`config.mk`:
```
export PLATFORM = sky130hd
export DESIGN_NAME = linear_classifier_confusion_counter
export DESIGN_NICKNAME = d
export VERILOG_FILES = /design/src/rtl/lcc_pkg.sv /design/src/rtl/linear_classifier_confusion_counter.sv /design/src/rtl/lcc_weight_mem.sv /design/src/rtl/lcc_mac.sv /design/src/rtl/lcc_tally.sv
export SDC_FILE = /design/constraint.sdc
export NUM_CORES = 2
export LEC_CHECK = 0
export BUFFER_PORTS_ARGS = -buffer_cell sky130_fd_sc_hd__buf_2
export CAP_MARGIN = 20
export CORE_MARGIN = 4
export CORE_UTILIZATION = 25
export CTS_CLUSTER_SIZE = 16
export DETAILED_ROUTE_END_ITERATION = 7
export GPL_TIMING_DRIVEN = 0
export SETUP_SLACK_MARGIN = 0.5
export SLEW_MARGIN = 20
export SYNTH_ARGS = -nofsm -noshare
export SYNTH_HDL_FRONTEND = slang
export SYNTH_SLANG_ARGS = --single-unit
```
`constraint.sdc`:
```
create_clock -name clk -period 22.5 [get_ports clk]
set_input_delay 3.375 -clock clk [delete_from_list [all_inputs] [get_ports clk]]
set_output_delay 3.375 -clock clk [all_outputs]
set_load 0.02 [all_outputs]
```
`src/rtl/lcc_pkg.sv`:
```
package lcc_pkg;

	localparam int SLOT_W    = 5;
	localparam int VALUE_W   = 16;
	localparam int PROD_W    = 32;
	localparam int SUM_W     = 40;
	localparam int CNT_W     = 32;
	localparam int S_TDATA_W = 24;
	localparam int M_TDATA_W = 168;

	localparam int NUM_FEATURES_DEF = 18;
	localparam int INIT_WEIGHTS     = 18;

	// -0.35 in Q18.22
	localparam logic signed [SUM_W-1:0] BIAS_RESET = -40'sd1468006;

	typedef enum logic {
		ACT_LOAD   = 1'b0,
		ACT_SAMPLE = 1'b1
	} action_t;

	typedef struct packed {
		logic valid;
		logic first;
		logic last;
		logic label;
	} ctl_t;

	// power-on weights, Q2.14
	function automatic logic signed [VALUE_W-1:0] init_weight(input logic [6:0] idx);
		logic signed [VALUE_W-1:0] w;
		case (idx)
			7'd0:    w = 16'sd1966;
			7'd1:    w = -16'sd1147;
			7'd2:    w = 16'sd819;
			7'd3:    w = 16'sd1475;
			7'd4:    w = -16'sd1802;
			7'd5:    w = 16'sd492;
			7'd6:    w = 16'sd1311;
			7'd7:    w = -16'sd328;
			7'd8:    w = 16'sd983;
			7'd9:    w = 16'sd655;
			7'd10:   w = -16'sd819;
			7'd11:   w = 16'sd1638;
			7'd12:   w = -16'sd1311;
			7'd13:   w = 16'sd1147;
			7'd14:   w = 16'sd328;
			7'd15:   w = -16'sd492;
			7'd16:   w = 16'sd1802;
			7'd17:   w = -16'sd983;
			default: w = '0;
		endcase
		return w;
	endfunction

endpackage

```
`src/rtl/linear_classifier_confusion_counter.sv`:
```
// A record's result moves from its last feature beat through s1, s2, s3 and the output register.
// Throughput: one beat per cycle; input stalls only when a second result reaches the
// last stage s3 while the previous result beat is still not taken.
// Weight memory is read at sample accept, multiply and saturating accumulate take one stage each.
// Reset: counters, record position and pipeline clear; bias returns to -0.35 and every
// weight slot reads its power-on value until loaded.
module linear_classifier_confusion_counter #(
	parameter int NUM_FEATURES = lcc_pkg::NUM_FEATURES_DEF
) (
	input  logic                               clk,
	input  logic                               arst_n,
	input  logic                               cfg_we,
	input  logic [lcc_pkg::SUM_W-1:0]          cfg_wdata,
	input  logic                               s_axis_tvalid,
	output logic                               s_axis_tready,
	input  logic [lcc_pkg::S_TDATA_W-1:0]      s_axis_tdata,  // slot, value, label, pad
	input  logic                               s_axis_tuser,  // action
	output logic                               m_axis_tvalid,
	input  logic                               m_axis_tready,
	output logic [lcc_pkg::M_TDATA_W-1:0]      m_axis_tdata   // predicted, positive, tp, fp,
	                                                          // tn, fn counts, pad
);
	import lcc_pkg::*;

	localparam int AW = (NUM_FEATURES > 1) ? $clog2(NUM_FEATURES) : 1;

	logic signed [SUM_W-1:0]   bias_q;
	logic [AW-1:0]             pos_q;
	logic                      accept;
	logic                      sample;
	logic                      stall;
	logic                      adv;
	logic                      first;
	logic                      last;
	logic [SLOT_W-1:0]         in_slot;
	logic signed [VALUE_W-1:0] in_value;
	logic                      in_label;
	ctl_t                      ctl_s1;
	ctl_t                      ctl_s3;
	logic signed [VALUE_W-1:0] value_s1;
	logic signed [VALUE_W-1:0] weight_s1;
	logic signed [SUM_W-1:0]   acc;

	assign in_slot  = s_axis_tdata[SLOT_W-1:0];
	assign in_value = signed'(s_axis_tdata[SLOT_W+VALUE_W-1:SLOT_W]);
	assign in_label = s_axis_tdata[SLOT_W+VALUE_W];

	assign stall         = ctl_s3.valid && ctl_s3.last && m_axis_tvalid && !m_axis_tready;
	assign adv           = !stall;
	assign s_axis_tready = adv;
	assign accept        = s_axis_tvalid && s_axis_tready;
	assign sample        = accept && (action_t'(s_axis_tuser) == ACT_SAMPLE);
	assign first         = (pos_q == '0);
	assign last          = (pos_q == AW'(NUM_FEATURES - 1));

	always_ff @(posedge clk or negedge arst_n) begin
		if (!arst_n) begin
			bias_q <= BIAS_RESET;
		end else if (cfg_we) begin
			bias_q <= signed'(cfg_wdata);
		end
	end

	always_ff @(posedge clk or negedge arst_n) begin
		if (!arst_n) begin
			pos_q  <= '0;
			ctl_s1 <= '0;
		end else if (adv) begin
			ctl_s1.valid <= sample;
			ctl_s1.first <= first;
			ctl_s1.last  <= last;
			ctl_s1.label <= in_label;
			if (sample) begin
				pos_q <= last ? '0 : pos_q + AW'(1);
			end
		end
	end

	always_ff @(posedge clk) begin
		if (sample) begin
			value_s1 <= in_value;
		end
	end

	lcc_weight_mem #(
		.NUM_FEATURES(NUM_FEATURES)
	) u_wmem (
		.clk   (clk),
		.arst_n(arst_n),
		.we    (accept && (action_t'(s_axis_tuser) == ACT_LOAD)),
		.waddr (in_slot),
		.wdata (in_value),
		.re    (sample),
		.raddr (pos_q),
		.rdata (weight_s1)
	);

	lcc_mac u_mac (
		.clk      (clk),
		.arst_n   (arst_n),
		.adv      (adv),
		.ctl_s1   (ctl_s1),
		.value_s1 (value_s1),
		.weight_s1(weight_s1),
		.bias     (bias_q),
		.ctl_s3   (ctl_s3),
		.acc      (acc)
	);

	lcc_tally u_tally (
		.clk     (clk),
		.arst_n  (arst_n),
		.adv     (adv),
		.ctl_s3  (ctl_s3),
		.sum_neg (acc[SUM_W-1]),
		.m_tready(m_axis_tready),
		.m_tvalid(m_axis_tvalid),
		.m_tdata (m_axis_tdata)
	);

`ifndef NO_ASSERTIONS
	a_pos_range: assert property (@(posedge clk) disable iff (!arst_n)
		pos_q <= AW'(NUM_FEATURES - 1))
		else $error("record position out of range");

	a_result_src: assert property (@(posedge clk) disable iff (!arst_n)
		$rose(m_axis_tvalid) |-> $past(ctl_s3.valid && ctl_s3.last))
		else $error("result beat without a finished record");

	a_stall_hold: assert property (@(posedge clk) disable iff (!arst_n)
		stall |=> $stable(acc) && $stable(ctl_s3))
		else $error("accumulator moved during output stall");
`endif

endmodule

```
`src/rtl/lcc_weight_mem.sv`:
```
module lcc_weight_mem #(
	parameter int NUM_FEATURES = lcc_pkg::NUM_FEATURES_DEF
) (
	input  logic                                 clk,
	input  logic                                 arst_n,
	input  logic                                 we,
	input  logic [lcc_pkg::SLOT_W-1:0]           waddr,
	input  logic signed [lcc_pkg::VALUE_W-1:0]   wdata,
	input  logic                                 re,
	input  logic [((NUM_FEATURES > 1) ? $clog2(NUM_FEATURES) : 1)-1:0] raddr,
	output logic signed [lcc_pkg::VALUE_W-1:0]   rdata
);
	import lcc_pkg::*;

	localparam int AW = (NUM_FEATURES > 1) ? $clog2(NUM_FEATURES) : 1;

	logic [VALUE_W-1:0]         mem [NUM_FEATURES];
	logic [NUM_FEATURES-1:0]    wvld_q;
	logic [AW+SLOT_W-1:0]       slot_w;
	logic                       wr_ok;
	logic [VALUE_W-1:0]         mem_s1;
	logic                       vld_s1;
	logic signed [VALUE_W-1:0]  init_s1;

	assign slot_w = (AW+SLOT_W)'(waddr);
	assign wr_ok  = we && (slot_w < (AW+SLOT_W)'(NUM_FEATURES));

	always_ff @(posedge clk) begin
		if (wr_ok) begin
			mem[slot_w[AW-1:0]] <= wdata;
		end
		if (re) begin
			mem_s1  <= mem[raddr];
			vld_s1  <= wvld_q[raddr];
			init_s1 <= init_weight(7'(raddr));
		end
	end

	// entries never loaded read as the power-on weight
	always_ff @(posedge clk or negedge arst_n) begin
		if (!arst_n) begin
			wvld_q <= '0;
		end else if (wr_ok) begin
			wvld_q[slot_w[AW-1:0]] <= 1'b1;
		end
	end

	assign rdata = vld_s1 ? signed'(mem_s1) : init_s1;

endmodule

```
`src/rtl/lcc_mac.sv`:
```
module lcc_mac (
	input  logic                               clk,
	input  logic                               arst_n,
	input  logic                               adv,
	input  lcc_pkg::ctl_t                      ctl_s1,
	input  logic signed [lcc_pkg::VALUE_W-1:0] value_s1,
	input  logic signed [lcc_pkg::VALUE_W-1:0] weight_s1,
	input  logic signed [lcc_pkg::SUM_W-1:0]   bias,
	output lcc_pkg::ctl_t                      ctl_s3,
	output logic signed [lcc_pkg::SUM_W-1:0]   acc
);
	import lcc_pkg::*;

	ctl_t                     ctl_s2;
	logic signed [PROD_W-1:0] prod_s2;
	logic signed [SUM_W-1:0]  acc_q;
	logic signed [SUM_W-1:0]  base;
	logic signed [SUM_W:0]    sum_wide;
	logic signed [SUM_W-1:0]  sum_sat;

	assign base     = ctl_s2.first ? bias : acc_q;
	assign sum_wide = (SUM_W+1)'(base) + (SUM_W+1)'(prod_s2);

	always_comb begin
		if (sum_wide[SUM_W] != sum_wide[SUM_W-1]) begin
			sum_sat = sum_wide[SUM_W] ? {1'b1, {(SUM_W-1){1'b0}}} : {1'b0, {(SUM_W-1){1'b1}}};
		end else begin
			sum_sat = sum_wide[SUM_W-1:0];
		end
	end

	always_ff @(posedge clk) begin
		if (adv) begin
			prod_s2 <= value_s1 * weight_s1;
			if (ctl_s2.valid) begin
				acc_q <= sum_sat;
			end
		end
	end

	always_ff @(posedge clk or negedge arst_n) begin
		if (!arst_n) begin
			ctl_s2 <= '0;
			ctl_s3 <= '0;
		end else if (adv) begin
			ctl_s2 <= ctl_s1;
			ctl_s3 <= ctl_s2;
		end
	end

	assign acc = acc_q;

endmodule

```
`src/rtl/lcc_tally.sv`:
```
module lcc_tally (
	input  logic                                 clk,
	input  logic                                 arst_n,
	input  logic                                 adv,
	input  lcc_pkg::ctl_t                        ctl_s3,
	input  logic                                 sum_neg,
	input  logic                                 m_tready,
	output logic                                 m_tvalid,
	output logic [lcc_pkg::M_TDATA_W-1:0]        m_tdata
);
	import lcc_pkg::*;

	function automatic logic [CNT_W-1:0] sat_inc(input logic [CNT_W-1:0] c);
		return (c == '1) ? c : c + CNT_W'(1);
	endfunction

	logic             done;
	logic             pred;
	logic [CNT_W-1:0] pos_q, tp_q, fp_q, tn_q, fn_q;
	logic [CNT_W-1:0] pos_d, tp_d, fp_d, tn_d, fn_d;
	logic             m_tvalid_q;
	logic [M_TDATA_W-1:0] m_tdata_q;

	assign done = adv && ctl_s3.valid && ctl_s3.last;
	assign pred = !sum_neg;

	always_comb begin
		pos_d = pred ? sat_inc(pos_q) : pos_q;
		tp_d  = (pred && ctl_s3.label)   ? sat_inc(tp_q) : tp_q;
		fp_d  = (pred && !ctl_s3.label)  ? sat_inc(fp_q) : fp_q;
		tn_d  = (!pred && !ctl_s3.label) ? sat_inc(tn_q) : tn_q;
		fn_d  = (!pred && ctl_s3.label)  ? sat_inc(fn_q) : fn_q;
	end

	always_ff @(posedge clk or negedge arst_n) begin
		if (!arst_n) begin
			pos_q      <= '0;
			tp_q       <= '0;
			fp_q       <= '0;
			tn_q       <= '0;
			fn_q       <= '0;
			m_tvalid_q <= 1'b0;
		end else begin
			if (done) begin
				pos_q      <= pos_d;
				tp_q       <= tp_d;
				fp_q       <= fp_d;
				tn_q       <= tn_d;
				fn_q       <= fn_d;
				m_tvalid_q <= 1'b1;
			end else if (m_tready) begin
				m_tvalid_q <= 1'b0;
			end
		end
	end

	always_ff @(posedge clk) begin
		if (done) begin
			m_tdata_q <= {7'b0, fn_d, tn_d, fp_d, tp_d, pos_d, pred};
		end
	end

	assign m_tvalid = m_tvalid_q;
	assign m_tdata  = m_tdata_q;

endmodule
```
==> metrics.cfg <==
[run_status]
status = completed

[cts]
clk_latency_ps = 720
cts_sinks = 801
post_cts_resized = 0
htreeDepth = 3
hold_buffers = 0
cts_made_buffers = 92
ctsLongestPathBuffers = 3
cts_root_buffer = clkbuf_16
path_clk_slew_ps = 70
cts_tree = yes
post_cts_buffers = 0

[placed_design]
hpwl_um = 87200
gp_congestion = 0.852
portBuffers = 228
dp.cells = 6378

[global_route]
grt_usage_pct = 12.0
met2_usage_pct = 19.9
use_met3_pct = 2.24
grt_max_degree = 87
grt_pass1_vias = 30000
grtUsageMet1_pct = 16.0
overflow = 0
grt_pass1_wl_um = 178000
antenna_found_initial = 11
busiest_layer = met2

[final_layout]
layout-drive-gt1-share_pct = 16.7
nFillCells = 18400
register_area_um2 = 22900
stdcell_count = 6555
multi_input_area_um2 = 20800
area_growth_pct = 16.8
nNetsFinal = 4571
layout_common_cells = edfxtp_1 (566), inv_1 (341), nand2_1 (327)
layout_commonest_cell = edfxtp_1

[floorplanning]
ioPinCount = 240
rows = 156
initial_core_util_pct = 25.2
design.core.area_um2 = 181000
die_h_um = 435
dieArea_um2 = 189000
die_x_um = 435

[setup_path]
cp.required_ps = 22910
cp_max_fo = 10
crit_arrival_ps = 9330
reg2reg_slack_ps = 13570
start_kind = flop
end_kind = flop
critPathKind = reg -> reg

[logic_synthesis]
synth_cell_types = 84
async_flop_share_pct = 29.3
synth_area_um2 = 45600
synth-main-ff-cell = edfxtp_1
synth_edf_count = 566
synth_warnings = 0
avgSynthCellArea_um2 = 12.2
ys_ff_latch = 801
synth-seq-area-share_pct = 50.2
synth_cells = 3741

[route]
avgRoutedWirePerCell_um = 17.5
drt_wl_total_um = 115000
drtIter0Drc = 1951
antenna_left = 0
remaining_drc_errors = 0
via_per_inst = 4.43
dr.pass1.iters = 5
vias = 29000

[timing]
hold_viol = 0
worstMarginPinSlew_ps = 1140
holdWs_ps = 455
clock.fmax_ghz = 0.112
finalSetupViolCount = 0
period_needed_ps = 8930
slew_viol_final = 0
slew_headroom_pct = 24.0
clock_skew_ps = 49.3
period_share_pct = 39.7
rsz0062_at_grt = no
finalSetupTns_ps = 0

[run]
maxCapViolCount = 0

[hold_path]
hold_path_class = reg -> reg

-- stage by stage --
stage	util [%]	cell area, um^2	worst slack [ps]
floorplan	-	45700	13400
global placement	27.5	49800	10430
detailed placement	27.8	50300	13540
CTS	29.4	53300	13490
global route	29.4	53300	13110
finish	29.4	53300	13570
-- layout make-up --
class                      count  share of cell area [%]
sequential                   801                    43.0
multi-input combinational   2438                    38.9
tap                         2370                    5.56
clock buffer                 120                    4.74
timing repair buffer         261                    3.01
inverter                     344                    2.42
buffer                       164                    1.43
clock inverter                53                   0.901
antenna                        4                  0.0188
-- synth_stat cells, types with 7 or more instances --
master | number | area [um^2]
or2_2 | 28 | 175
and2_1 | 66 | 413
and4_1 | 17 | 149
buf_4 | 13 | 97.6
nor4_1 | 9 | 56.3
xor2_1 | 149 | 1310
ha_1 | 136 | 1700
dfstp_2 | 29 | 762
fa_1 | 263 | 5270
xnor2_1 | 228 | 2000
nor3_1 | 57 | 285
nand3_1 | 112 | 561
a21boi_0 | 7 | 52.6
mux4_2 | 37 | 833
edfxtp_1 | 566 | 17000
a211oi_1 | 12 | 90.1
a31oi_1 | 9 | 56.3
buf_1 | 21 | 78.8
nand2_1 | 327 | 1230
inv_1 | 342 | 1280
buf_6 | 8 | 90.1
mux2i_1 | 89 | 891
o22ai_1 | 18 | 113
and3_1 | 36 | 225
o21ai_2 | 24 | 210
nor2b_1 | 81 | 507
a21oi_1 | 115 | 576
nand4_1 | 39 | 244
o21bai_1 | 8 | 60.1
a21o_1 | 30 | 225
nand2b_1 | 28 | 175
clkbuf_1 | 108 | 405
mux2_2 | 92 | 1040
nor2_1 | 237 | 890
o221ai_1 | 20 | 175
buf_2 | 13 | 65.1
o21a_1 | 13 | 97.6
o21ai_0 | 70 | 350
dfrtp_1 | 206 | 5150
-- sequential cells by signal (all words and copies together), names as in the netlist, 5 cells and up --
register and flops:
u_wmem.mem 288, u_tally.m_tdata 161, bias_q 40, u_mac.acc 40, u_mac.prod_s2 32, u_tally.fn_q 32
u_tally.fp_q 32, u_tally.pos_q 32, u_tally.tn_q 32, u_tally.tp_q 32, u_wmem.wvld_q 18, u_wmem.mem_s1 16
value_s1 16, u_wmem.init_s1 12, pos_q 5
-- critical path: stages (launching register included) --
cell       delay [ps]
edfxtp_1          320
clkbuf_1          450
mux2i_1           840
clkbuf_1          470
nor2b_1           130
fa_1              540
inv_1              50
fa_1              490
fa_1              520
inv_1              60
fa_1              490
fa_1              490
inv_1              50
fa_1              470
inv_1              40
ha_1              350
a21oi_1           160
o21ai_0            90
a21oi_1           240
o221ai_1          300
a221oi_1          920
o2111ai_1         310
a21o_1            240
a21oi_1           230
xnor2_1           340
-- kinds of logic (layout without fill, tap and decap cells) --
| group | count (synthesis) | count (layout) | synth area share [%] |
|---|---|---|---|
| fa+ha+maj | 404 | 404 | 15.4 |
| buf+inv | 508 | 942 | 4.49 |
| flops | 801 | 801 | 50.2 |
| xor+xnor | 377 | 377 | 7.23 |
| mux | 219 | 219 | 6.07 |
| simple gates | 1067 | 1067 | 11.4 |
| other cells | 1 | 11 | 0.00822 |
| compound gates | 364 | 364 | 5.23 |
-- layer usage --
layer  vias up  wire length, um
met1     14600            51100
met3       175             6210
met2       770            54800
met4         2             2840
li1      13500                -
met5         -                7
-- final timing paths --
path / startpoint / end / cells after the start
setup / recovery: u_wmem.vld_s1 / u_mac.prod_s2[31] / 24
hold / removal: ctl_s1[3] / u_mac.ctl_s2[3] / 2
setup reg to reg: u_wmem.vld_s1 / u_mac.prod_s2[31] / 24
hold reg to reg: ctl_s1[3] / u_mac.ctl_s2[3] / 2
max in group asynchronous: arst_n / bias_q[25] / 2
min in group asynchronous: arst_n / u_tally.tp_q[26] / 1
Power is left out: the tool's default activity adds up to more than one toggle a clock period on the data nets, which glitch-free logic cannot reach.
